<file path="config.mk">
export PLATFORM = sky130hd
export DESIGN_NAME = motor_feedback_angle_unwrap_speed_filter
export DESIGN_NICKNAME = d
export VERILOG_FILES = /design/src/rtl/mfa_pkg.sv /design/src/rtl/mfa_ram.sv /design/src/rtl/mfa_store.sv /design/src/rtl/mfa_calc.sv /design/src/rtl/motor_feedback_angle_unwrap_speed_filter.sv
export VERILOG_INCLUDE_DIRS = /design/src /design/src/rtl
export SDC_FILE = /design/constraint.sdc
export NUM_CORES = 2
export LEC_CHECK = 0
export BUFFER_PORTS_ARGS = -buffer_cell sky130_fd_sc_hd__buf_2
export CORE_MARGIN = 2
export CORE_UTILIZATION = 35
export DETAILED_ROUTE_END_ITERATION = 6
export GPL_ROUTABILITY_DRIVEN = 1
export HOLD_SLACK_MARGIN = 0.12
export PLACE_DENSITY = 0.62
export SKIP_LAST_GASP = 1
export SYNTH_ARGS = -nofsm -noshare
export SYNTH_HDL_FRONTEND = slang
export SYNTH_SLANG_ARGS = --single-unit
</file>
<file path="constraint.sdc">
create_clock -name clock -period 13.8 [get_ports clock]
set_input_delay 2.76 -clock clock [delete_from_list [all_inputs] [get_ports clock]]
set_output_delay 2.76 -clock clock [all_outputs]
set_load 0.005 [all_outputs]
</file>
<file path="src/rtl/motor_feedback_angle_unwrap_speed_filter_defines.svh">
// Assertion macros shared by the RTL files.
`ifndef MOTOR_FEEDBACK_ANGLE_UNWRAP_SPEED_FILTER_DEFINES_SVH
`define MOTOR_FEEDBACK_ANGLE_UNWRAP_SPEED_FILTER_DEFINES_SVH

// Same-cycle implication, disabled during reset.
`define MFA_ASSERT_IMP(label, clk, rst, ante, cons, msg) \
   label: assert property (@(posedge clk) disable iff (rst) (ante) |-> (cons)) \
      else $error(msg);

// Next-cycle implication, disabled during reset.
`define MFA_ASSERT_NXT(label, clk, rst, ante, cons, msg) \
   label: assert property (@(posedge clk) disable iff (rst) (ante) |=> (cons)) \
      else $error(msg);

`endif

</file>
<file path="src/rtl/mfa_pkg.sv">
package mfa_pkg;

   localparam int NUM_MOTORS_DEF = 4;

   localparam int MOTOR_W  = 2;
   localparam int ANGLE_W  = 13;
   localparam int TOTAL_W  = 32;
   localparam int SPEED_W  = 21;
   localparam int RPM_W    = 16;
   localparam int CUR_W    = 16;
   localparam int SCALE_W  = 16;
   localparam int WEIGHT_W = 9;

   localparam int DELTA_W  = ANGLE_W + 2;
   localparam int PROD_W   = 33;

   localparam logic signed [DELTA_W-1:0] TURN_COUNTS = DELTA_W'(8192);

   localparam logic [SCALE_W-1:0]  SCALE_RESET  = SCALE_W'(7244);
   localparam logic [WEIGHT_W-1:0] WEIGHT_RESET = WEIGHT_W'(154);
   localparam logic [WEIGHT_W-1:0] WEIGHT_ONE   = WEIGHT_W'(256);

   localparam logic signed [SPEED_W-1:0] SPEED_MAX = {1'b0, {(SPEED_W-1){1'b1}}};
   localparam logic signed [SPEED_W-1:0] SPEED_MIN = {1'b1, {(SPEED_W-1){1'b0}}};

   // Operation codes
   localparam logic OP_FEEDBACK = 1'b0;
   localparam logic OP_CLEAR    = 1'b1;

   // Control/status register map
   localparam int CSR_IDX_W  = 1;
   localparam int CSR_DATA_W = 16;
   localparam logic [CSR_IDX_W-1:0] CSR_SPEED_SCALE      = 1'b0;
   localparam logic [CSR_IDX_W-1:0] CSR_SMOOTHING_WEIGHT = 1'b1;

   typedef struct packed {
      logic rd_en;
      logic wr_en;
      logic clr_total;
   } store_ctl_type;

   typedef struct packed {
      logic ld_read;
      logic ld_samp;
      logic ld_filt;
   } calc_ctl_type;

   // Divide by 256 rounding half up, then clamp to the speed range.
   function automatic logic signed [SPEED_W-1:0] round_q8_sat(input logic signed [PROD_W-1:0] v);
      logic signed [PROD_W:0]   t;
      logic signed [PROD_W-8:0] r;
      logic signed [SPEED_W-1:0] res;
      t = (PROD_W+1)'(v) + (PROD_W+1)'(128);
      r = t[PROD_W:8];
      if (r > (PROD_W-7)'(SPEED_MAX)) begin
         res = SPEED_MAX;
      end else if (r < (PROD_W-7)'(SPEED_MIN)) begin
         res = SPEED_MIN;
      end else begin
         res = r[SPEED_W-1:0];
      end
      return res;
   endfunction

endpackage

</file>
<file path="src/rtl/mfa_ram.sv">
module mfa_ram
#(
   parameter int WIDTH = 8,
   parameter int DEPTH = 4,
   localparam int ADDR_W = (DEPTH > 1) ? $clog2(DEPTH) : 1
)
(
   input  logic              clock,
   input  logic              wr_en,
   input  logic [ADDR_W-1:0] wr_addr,
   input  logic [WIDTH-1:0]  wr_data,
   input  logic              rd_en,
   input  logic [ADDR_W-1:0] rd_addr,
   output logic [WIDTH-1:0]  rd_data
);

   logic [WIDTH-1:0] mem_ff [DEPTH];
   logic [WIDTH-1:0] rd_data_ff;

   always_ff @(posedge clock) begin
      if (wr_en) begin
         mem_ff[wr_addr] <= wr_data;
      end
      if (rd_en) begin
         rd_data_ff <= mem_ff[rd_addr];
      end
   end

   assign rd_data = rd_data_ff;

endmodule

</file>
<file path="src/rtl/mfa_store.sv">
`include "motor_feedback_angle_unwrap_speed_filter_defines.svh"

module mfa_store
   import mfa_pkg::*;
#(
   parameter int NUM_MOTORS = NUM_MOTORS_DEF,
   localparam int ADDR_W = (NUM_MOTORS > 1) ? $clog2(NUM_MOTORS) : 1
)
(
   input  logic                      clock,
   input  logic                      reset,
   input  store_ctl_type             ctl,
   input  logic [ADDR_W-1:0]         rd_addr,
   input  logic [ADDR_W-1:0]         wr_addr,
   input  logic [ANGLE_W-1:0]        wr_angle,
   input  logic [TOTAL_W-1:0]        wr_total,
   input  logic signed [SPEED_W-1:0] wr_speed,
   output logic [ANGLE_W-1:0]        rd_angle,
   output logic [TOTAL_W-1:0]        rd_total,
   output logic signed [SPEED_W-1:0] rd_speed
);

   localparam int ANG_MEM_W = ANGLE_W + SPEED_W;

   logic [NUM_MOTORS-1:0] ang_vld_ff, ang_vld_in;
   logic [NUM_MOTORS-1:0] tot_vld_ff, tot_vld_in;
   logic                  ang_hit_ff, ang_hit_in;
   logic                  tot_hit_ff, tot_hit_in;
   logic [ANG_MEM_W-1:0]  ang_rdata;
   logic [TOTAL_W-1:0]    tot_rdata;

   // last angle and filtered speed share one word; totals live apart so clear hits only them
   mfa_ram #(.WIDTH(ANG_MEM_W), .DEPTH(NUM_MOTORS)) u_ang_ram (
      .clock   (clock),
      .wr_en   (ctl.wr_en),
      .wr_addr (wr_addr),
      .wr_data ({wr_angle, wr_speed}),
      .rd_en   (ctl.rd_en),
      .rd_addr (rd_addr),
      .rd_data (ang_rdata)
   );

   mfa_ram #(.WIDTH(TOTAL_W), .DEPTH(NUM_MOTORS)) u_tot_ram (
      .clock   (clock),
      .wr_en   (ctl.wr_en),
      .wr_addr (wr_addr),
      .wr_data (wr_total),
      .rd_en   (ctl.rd_en),
      .rd_addr (rd_addr),
      .rd_data (tot_rdata)
   );

   always_comb begin
      ang_vld_in = ang_vld_ff;
      tot_vld_in = tot_vld_ff;
      ang_hit_in = ang_hit_ff;
      tot_hit_in = tot_hit_ff;
      if (ctl.rd_en) begin
         ang_hit_in = ang_vld_ff[rd_addr];
         tot_hit_in = tot_vld_ff[rd_addr];
      end
      if (ctl.wr_en) begin
         ang_vld_in[wr_addr] = 1'b1;
         tot_vld_in[wr_addr] = 1'b1;
      end
      if (ctl.clr_total) begin
         tot_vld_in = '0;
      end
   end

   always_ff @(posedge clock) begin
      if (reset) begin
         ang_vld_ff <= '0;
         tot_vld_ff <= '0;
         ang_hit_ff <= 1'b0;
         tot_hit_ff <= 1'b0;
      end else begin
         ang_vld_ff <= ang_vld_in;
         tot_vld_ff <= tot_vld_in;
         ang_hit_ff <= ang_hit_in;
         tot_hit_ff <= tot_hit_in;
      end
   end

   // an entry never written reads as zero
   assign rd_angle = ang_hit_ff ? ang_rdata[ANG_MEM_W-1:SPEED_W] : '0;
   assign rd_speed = ang_hit_ff ? $signed(ang_rdata[SPEED_W-1:0]) : '0;
   assign rd_total = tot_hit_ff ? tot_rdata : '0;

   `MFA_ASSERT_NXT(a_clear_drops_totals, clock, reset, ctl.clr_total, tot_vld_ff == '0, "clear left a total valid")
   `MFA_ASSERT_NXT(a_write_marks_entry, clock, reset, ctl.wr_en, ang_vld_ff[$past(wr_addr)] && tot_vld_ff[$past(wr_addr)], "write did not mark entry valid")
   `MFA_ASSERT_IMP(a_no_rw_overlap, clock, reset, ctl.rd_en, !ctl.wr_en && !ctl.clr_total, "read overlaps write or clear")

endmodule

</file>
<file path="src/rtl/mfa_calc.sv">
module mfa_calc
   import mfa_pkg::*;
(
   input  logic                       clock,
   input  calc_ctl_type               ctl,
   input  logic [ANGLE_W-1:0]         angle,
   input  logic [ANGLE_W-1:0]         last_angle,
   input  logic [TOTAL_W-1:0]         total,
   input  logic signed [SPEED_W-1:0]  prev_speed,
   input  logic signed [RPM_W-1:0]    rpm,
   input  logic [SCALE_W-1:0]         scale,
   input  logic [WEIGHT_W-1:0]        weight,
   output logic [TOTAL_W-1:0]         total_new,
   output logic signed [SPEED_W-1:0]  speed_new
);

   logic signed [DELTA_W-1:0]  direct, wrapped, abs_direct, abs_wrapped, step;
   logic [WEIGHT_W-1:0]        w_eff;
   logic signed [SPEED_W:0]    diff;

   logic [TOTAL_W-1:0]         total_a_ff, total_a_in;
   logic signed [PROD_W-1:0]   prod_a_ff, prod_a_in;
   logic signed [SPEED_W-1:0]  prev_a_ff, prev_a_in;
   logic signed [SPEED_W-1:0]  samp_b_ff, samp_b_in;
   logic signed [PROD_W-1:0]   acc_c_ff, acc_c_in;

   // shorter of direct and wrapped step; a tie keeps the direct one
   always_comb begin
      direct      = $signed({2'b00, angle}) - $signed({2'b00, last_angle});
      wrapped     = (direct > 0) ? direct - TURN_COUNTS : direct + TURN_COUNTS;
      abs_direct  = (direct < 0) ? -direct : direct;
      abs_wrapped = (wrapped < 0) ? -wrapped : wrapped;
      step        = (abs_wrapped < abs_direct) ? wrapped : direct;
   end

   assign w_eff = (weight > WEIGHT_ONE) ? WEIGHT_ONE : weight;

   always_comb begin
      total_a_in = ctl.ld_read ? total + TOTAL_W'(step) : total_a_ff;
      prod_a_in  = ctl.ld_read ? PROD_W'(rpm) * PROD_W'($signed({1'b0, scale})) : prod_a_ff;
      prev_a_in  = ctl.ld_read ? prev_speed : prev_a_ff;
      samp_b_in  = ctl.ld_samp ? round_q8_sat(prod_a_ff) : samp_b_ff;
      // w*prev + (256-w)*sample folded to sample*256 + w*(prev-sample)
      diff       = (SPEED_W+1)'(prev_a_ff) - (SPEED_W+1)'(samp_b_ff);
      acc_c_in   = ctl.ld_filt
                   ? PROD_W'(diff) * PROD_W'($signed({1'b0, w_eff}))
                     + PROD_W'($signed({samp_b_ff, 8'h00}))
                   : acc_c_ff;
   end

   always_ff @(posedge clock) begin
      total_a_ff <= total_a_in;
      prod_a_ff  <= prod_a_in;
      prev_a_ff  <= prev_a_in;
      samp_b_ff  <= samp_b_in;
      acc_c_ff   <= acc_c_in;
   end

   assign total_new = total_a_ff;
   assign speed_new = round_q8_sat(acc_c_ff);

endmodule

</file>
<file path="src/rtl/motor_feedback_angle_unwrap_speed_filter.sv">
// Channel  Direction  Beat contents
// req_     in         op, motor_index, angle_raw, speed_rpm, current_raw
// rsp_     out        motor_out, total_angle, smoothed_speed, rpm_out, current_out
// csr_     in         index, wdata (register write, always ready)
//
// A feedback beat runs through accept and memory read, unwrap and rpm multiply,
// sample rounding, filter multiply, and write-back into the rsp register.
// A clear beat or a beat for a motor out of range is taken in idle and gives no rsp.
// Reset clears per-motor valid bits in flip-flops; no memory sweep, ready next cycle.
// A held rsp beat stalls only the write-back cycle of the next report.

`include "motor_feedback_angle_unwrap_speed_filter_defines.svh"

module motor_feedback_angle_unwrap_speed_filter
   import mfa_pkg::*;
#(
   parameter int NUM_MOTORS = NUM_MOTORS_DEF
)
(
   input  logic                        clock,
   input  logic                        reset,

   input  logic                        req_valid,
   output logic                        req_ready,
   input  logic                        req_op,
   input  logic [MOTOR_W-1:0]          req_motor_index,
   input  logic [ANGLE_W-1:0]          req_angle_raw,
   input  logic signed [RPM_W-1:0]     req_speed_rpm,
   input  logic signed [CUR_W-1:0]     req_current_raw,

   output logic                        rsp_valid,
   input  logic                        rsp_ready,
   output logic [MOTOR_W-1:0]          rsp_motor_out,
   output logic signed [TOTAL_W-1:0]   rsp_total_angle,
   output logic signed [SPEED_W-1:0]   rsp_smoothed_speed,
   output logic signed [RPM_W-1:0]     rsp_rpm_out,
   output logic signed [CUR_W-1:0]     rsp_current_out,

   input  logic                        csr_valid,
   output logic                        csr_ready,
   input  logic [CSR_IDX_W-1:0]        csr_index,
   input  logic [CSR_DATA_W-1:0]       csr_wdata
);

   localparam int ADDR_W = (NUM_MOTORS > 1) ? $clog2(NUM_MOTORS) : 1;

   typedef enum logic [2:0] {
      S_IDLE,
      S_READ,
      S_SAMP,
      S_FILT,
      S_DONE
   } state_type;

   state_type                  state_ff, state_in;

   logic [SCALE_W-1:0]         scale_ff, scale_in;
   logic [WEIGHT_W-1:0]        weight_ff, weight_in;

   logic [MOTOR_W-1:0]         motor_ff, motor_in;
   logic [ANGLE_W-1:0]         angle_ff, angle_in;
   logic signed [RPM_W-1:0]    rpm_ff, rpm_in;
   logic signed [CUR_W-1:0]    cur_ff, cur_in;

   logic                       rsp_valid_ff, rsp_valid_in;
   logic [MOTOR_W-1:0]         rsp_motor_ff, rsp_motor_in;
   logic [TOTAL_W-1:0]         rsp_total_ff, rsp_total_in;
   logic signed [SPEED_W-1:0]  rsp_speed_ff, rsp_speed_in;
   logic signed [RPM_W-1:0]    rsp_rpm_ff, rsp_rpm_in;
   logic signed [CUR_W-1:0]    rsp_cur_ff, rsp_cur_in;

   store_ctl_type              st_ctl;
   calc_ctl_type               cc_ctl;
   logic                       req_fire;
   logic                       rsp_load;
   logic                       in_range;

   logic [ANGLE_W-1:0]         st_angle;
   logic [TOTAL_W-1:0]         st_total;
   logic signed [SPEED_W-1:0]  st_speed;
   logic [TOTAL_W-1:0]         total_new;
   logic signed [SPEED_W-1:0]  speed_new;

   assign req_ready = (state_ff == S_IDLE);
   assign req_fire  = req_valid && req_ready;
   assign in_range  = 32'(req_motor_index) < NUM_MOTORS;
   assign csr_ready = 1'b1;

   // Register writes; an index past the map is dropped.
   always_comb begin
      scale_in  = scale_ff;
      weight_in = weight_ff;
      if (csr_valid) begin
         unique case (csr_index)
            CSR_SPEED_SCALE:      scale_in  = csr_wdata[SCALE_W-1:0];
            CSR_SMOOTHING_WEIGHT: weight_in = csr_wdata[WEIGHT_W-1:0];
            default: ;
         endcase
      end
   end

   // Sequencer: read the motor's entry, run the datapath stages, write back and hand off; a clear drops the totals.
   always_comb begin
      state_in = state_ff;
      st_ctl   = '0;
      cc_ctl   = '0;
      rsp_load = 1'b0;
      unique case (state_ff)
         S_IDLE: begin
            if (req_valid) begin
               if (req_op == OP_CLEAR) begin
                  // drop every multi-turn total, no rsp beat
                  st_ctl.clr_total = 1'b1;
               end else if (in_range) begin
                  st_ctl.rd_en = 1'b1;
                  state_in     = S_READ;
               end
            end
         end
         S_READ: begin
            cc_ctl.ld_read = 1'b1;
            state_in       = S_SAMP;
         end
         S_SAMP: begin
            cc_ctl.ld_samp = 1'b1;
            state_in       = S_FILT;
         end
         S_FILT: begin
            cc_ctl.ld_filt = 1'b1;
            state_in       = S_DONE;
         end
         S_DONE: begin
            // hold until the rsp register frees up
            if (!rsp_valid_ff || rsp_ready) begin
               st_ctl.wr_en = 1'b1;
               rsp_load     = 1'b1;
               state_in     = S_IDLE;
            end
         end
         default: state_in = S_IDLE;
      endcase
   end

   always_comb begin
      motor_in = req_fire ? req_motor_index : motor_ff;
      angle_in = req_fire ? req_angle_raw   : angle_ff;
      rpm_in   = req_fire ? req_speed_rpm   : rpm_ff;
      cur_in   = req_fire ? req_current_raw : cur_ff;

      rsp_valid_in = rsp_load ? 1'b1 : (rsp_ready ? 1'b0 : rsp_valid_ff);
      rsp_motor_in = rsp_load ? motor_ff  : rsp_motor_ff;
      rsp_total_in = rsp_load ? total_new : rsp_total_ff;
      rsp_speed_in = rsp_load ? speed_new : rsp_speed_ff;
      rsp_rpm_in   = rsp_load ? rpm_ff    : rsp_rpm_ff;
      rsp_cur_in   = rsp_load ? cur_ff    : rsp_cur_ff;
   end

   always_ff @(posedge clock) begin
      if (reset) begin
         state_ff     <= S_IDLE;
         scale_ff     <= SCALE_RESET;
         weight_ff    <= WEIGHT_RESET;
         rsp_valid_ff <= 1'b0;
      end else begin
         state_ff     <= state_in;
         scale_ff     <= scale_in;
         weight_ff    <= weight_in;
         rsp_valid_ff <= rsp_valid_in;
      end
      motor_ff     <= motor_in;
      angle_ff     <= angle_in;
      rpm_ff       <= rpm_in;
      cur_ff       <= cur_in;
      rsp_motor_ff <= rsp_motor_in;
      rsp_total_ff <= rsp_total_in;
      rsp_speed_ff <= rsp_speed_in;
      rsp_rpm_ff   <= rsp_rpm_in;
      rsp_cur_ff   <= rsp_cur_in;
   end

   mfa_store #(.NUM_MOTORS(NUM_MOTORS)) u_store (
      .clock    (clock),
      .reset    (reset),
      .ctl      (st_ctl),
      .rd_addr  (ADDR_W'(req_motor_index)),
      .wr_addr  (ADDR_W'(motor_ff)),
      .wr_angle (angle_ff),
      .wr_total (total_new),
      .wr_speed (speed_new),
      .rd_angle (st_angle),
      .rd_total (st_total),
      .rd_speed (st_speed)
   );

   mfa_calc u_calc (
      .clock      (clock),
      .ctl        (cc_ctl),
      .angle      (angle_ff),
      .last_angle (st_angle),
      .total      (st_total),
      .prev_speed (st_speed),
      .rpm        (rpm_ff),
      .scale      (scale_ff),
      .weight     (weight_ff),
      .total_new  (total_new),
      .speed_new  (speed_new)
   );

   assign rsp_valid          = rsp_valid_ff;
   assign rsp_motor_out      = rsp_motor_ff;
   assign rsp_total_angle    = $signed(rsp_total_ff);
   assign rsp_smoothed_speed = rsp_speed_ff;
   assign rsp_rpm_out        = rsp_rpm_ff;
   assign rsp_current_out    = rsp_cur_ff;

   `MFA_ASSERT_NXT(a_clear_stays_idle, clock, reset, req_fire && req_op == OP_CLEAR, state_ff == S_IDLE, "clear beat started a report")
   `MFA_ASSERT_NXT(a_read_starts, clock, reset, st_ctl.rd_en, state_ff == S_READ && motor_ff == $past(req_motor_index), "report read did not start")
   `MFA_ASSERT_NXT(a_done_loads_rsp, clock, reset, state_ff == S_DONE && (!rsp_valid_ff || rsp_ready), rsp_valid_ff && state_ff == S_IDLE, "write-back did not load rsp")

endmodule

</file>
==> out/metrics.cfg <==
[critical_path]
reg2reg_from=u_calc.prev_a_ff[0]
cp.arrival_ns=9.92
critPathMostFrequentCell=fa_1
crit_fanout=9
setup.worst_path.start=u_calc.prev_a_ff[0]
worstSetupEndpointType=register
reg2reg_to=u_calc.acc_c_ff[32]
critical_path.startpoint_type=register
crit_end=u_calc.acc_c_ff[32]
cp_data_required_time_ns=14.16
critPathMaxStageDelay_ns=0.60
reg2reg_depth=37
reg2reg_setup_slack_ns=4.24
path_class=reg -> reg
worst_path_max_delay_cell=fa_1

[logic_synthesis]
yosys.cell_types.count=79
ys_warn_count=0
synth_area_um2=42000
ys_ff_latch=629
synthTopCellsByArea=edfxtp_1 42%, fa_1 18%, ha_1 7.9%
ys_seq_area_share_pct=44.0
synth_top_area_cell=edfxtp_1
synthAdderAreaFrac_pct=26.3
synth_top_area_share_pct=42.1
synthArstFlopShare_pct=0
synth_cells=3493
synth-edff-count=590
synth_area_per_cell_um2=12.0
synth-simple-area-share_pct=11.7
synth_compound_area_share_pct=5.28
synth_top_family_by_area=adder cells
muxShareOfSynthArea_pct=3.76
synth_xor_area_share_pct=3.39
synth_flop_cell=edfxtp_1

[final_layout]
syn2layout_area_growth_pct=11.8
nFillCells=11500
fin_nets=4380
finish.instance_area_um2=47000
drive_gt1_share_pct=10.9

[placement]
placed_area_um2=44800
gp_congestion=0.891
port_buffers=158
hpwl_um=69400

[global_routing]
antenna_found_initial=9
grt_max_degree=54
grt_usage_pct=15.8
grt_pass1_wl_um=152000
first_global_vias=27300
gr-total-overflow=0

[pwr]
power_frac_clock_pct=17.4
p_leak_nw=19.2
switching_share_pct=39.8
cellInternalPower_mw=6.20
power_frac_comb_pct=56.6
seqPwrFrac_pct=26.0
cellPowerDensity_nw_per_um2=219
ir_worst_vdd_mv=0.349
power_switching_mw=4.09

[timing]
hold_violations=0
period_needed_ns=9.56
setup_tns_ns=0
setup_viol=0
clock_skew_ns=0.0363
rsz0062_at_grt=false
fmax_mhz=105
relSlewSlack_pct=13.9
worstMarginPinSlew_ns=1.28
finalCritPeriodShare_pct=69.3
slew_violations=0

[detailed_routing]
drc=0
first_iter_violations=1670
dr.pass1.iters=5
wire_per_inst_um=17.6
ant_nets=0
detail_route.vias_per_cell=4.85
routed_wl_um=94000
via_count=25800

[clocking]
htree_levels=3
cts_tree=done
cts.path.max_buffers=3
clock_latency_ns=0.61
holdBufCountCts=0
clk_pin_slew_ns=0.06
cts_root_buf=clkbuf_16
cts_buffers=67
ctsResizeCount=0
post-cts-setup-buffers=0
clock_sinks=629

[floorplanning]
io_pins=160
rows=127
core_area_um2=119000
die_w_um=351
initial_core_util_pct=35.2
die_area_um2=123000
die_h_um=351

[min_path]
min_path_type=reg -> reg

[job]
drv_cap=0

[run_status]
status=complete, no violations

[cells in the mapped netlist, drive strengths merged (6+ instances only)]
master / n
a211oi: 14
a21boi: 7
a21o: 25
a21oi: 87
a31oi: 8
a41oi: 6
and2: 192
and3: 13
buf: 16
clkbuf: 88
dfxtp: 39
edfxtp: 590
fa: 384
ha: 267
inv: 516
mux4: 68
nand2: 383
nand2b: 39
nand3: 44
nand3b: 21
nand4: 14
nor2: 183
nor2b: 39
nor3: 28
nor3b: 8
nor4: 9
o21a: 26
o21ai: 100
o21bai: 12
o31ai: 6
or2: 14
or3: 11
xnor2: 108
xor2: 54
[per-layer routing]
| layer | GRT usage, % | part of all wire [%] |
|---|---|---|
| met1 | 21.8 | 45 |
| met2 | 25.6 | 46 |
| met3 | 2.59 | 5.7 |
| met4 | 4.62 | 2.5 |
| met5 | 0 | 0.061 |
[per-stage QoR]
stage	cells	total power [mW]	util (%)	hold slack, ns	worst slack, ns
2_1_floorplan	3494	7.32	-	0.400	3.31
3_3_place_gp	5202	8.53	37.5	0.400	4.42
3_5_place_dp	5202	8.60	37.5	0.405	4.27
4_1_cts	5322	10.4	39.3	0.414	4.24
5_1_grt	5323	11.4	39.3	0.424	3.54
6_report	5325	10.3	39.3	0.416	4.24
[critical path, delay by kind of cell (launching register included)]
kind,cells,cell delay [ns]
AO/OA/AOI/OAI,19,4.06
flip-flops,1,0.35
buffers and inverters,5,0.27
adder cells (fa/ha/maj),8,3.32
AND/OR/NAND/NOR,3,0.80
XOR/XNOR,2,0.48
[sequential cells by signal (all words and copies together), names as in the netlist, 13 cells and up]
register and cells:
u_calc.total_new 32, u_calc.prod_a_ff 26, u_store.u_ang_ram.rd_data 34, rsp_current_out 16
rpm_ff 16, rsp_total_angle 32, u_store.u_ang_ram.mem_ff 136, angle_ff 13
rsp_rpm_out 16, scale_ff 16, u_calc.acc_c_ff 26, cur_ff 16
u_calc.prev_a_ff 21, rsp_smoothed_speed 21, u_calc.samp_b_ff 21, u_store.u_tot_ram.rd_data 32
u_store.u_tot_ram.mem_ff 128
[logic make-up after synthesis]
| family | Yosys count |
|---|---|
| compound gates | 340 |
| xor+xnor | 162 |
| fa+ha+maj | 653 |
| buf+inv | 620 |
| flops | 629 |
| mux | 73 |
| other cells | 2 |
| simple gates | 1014 |
[layout make-up]
class,count,area (um^2),share of cell area [%]
multi-input cells,2245,21300,45.2
flip-flops and latches,629,18500,39.3
well taps,1612,2020,4.29
inverters,516,1940,4.12
clock buffers,80,1740,3.69
repair buffers,200,1110,2.36
clock inverters,40,445,0.947
diodes,3,7.51,0.0160
[power groups by stage]
stage	logic (mW)	registers, mW	clock network (mW)
after floorplan	4.66	2.66	0
after global placement	5.82	2.71	0
after detailed placement	5.88	2.71	0
after CTS	5.93	2.67	1.83
after global routing	6.84	2.69	1.90
final	5.83	2.67	1.79
[layout by cell type, fill, tap and decap left out, drive strengths merged, types with 7 or more instances in the layout]
master and instances:
a211oi 14, a21boi 7, a21o 25, a21oi 87
a31oi 8, and2 192, and3 13, buf 200
clkbuf 80, clkinv 26, dfxtp 39, edfxtp 590
fa 384, ha 267, inv 522, mux4 68
nand2 383, nand2b 39, nand3 44, nand3b 21
nand4 14, nor2 183, nor2b 39, nor3 28
nor3b 8, nor4 9, o21a 26, o21ai 100
o21bai 12, or2 14, or3 11, xnor2 108
xor2 54
[how the worst min path moves through the flow]
stage               from                  to  slack [ns]  depth (start not counted)
4_1_cts        cur_ff[7]  rsp_current_out[7]        0.41                          0
5_1_grt        cur_ff[9]  rsp_current_out[9]        0.42                          0
6_report       cur_ff[4]  rsp_current_out[4]        0.42                          0
2_1_floorplan  cur_ff[0]  rsp_current_out[0]        0.40                          0
3_3_place_gp   cur_ff[8]  rsp_current_out[8]        0.40                          0
3_5_place_dp   cur_ff[9]  rsp_current_out[9]        0.41                          0
Power figures use the tool's default switching activity.
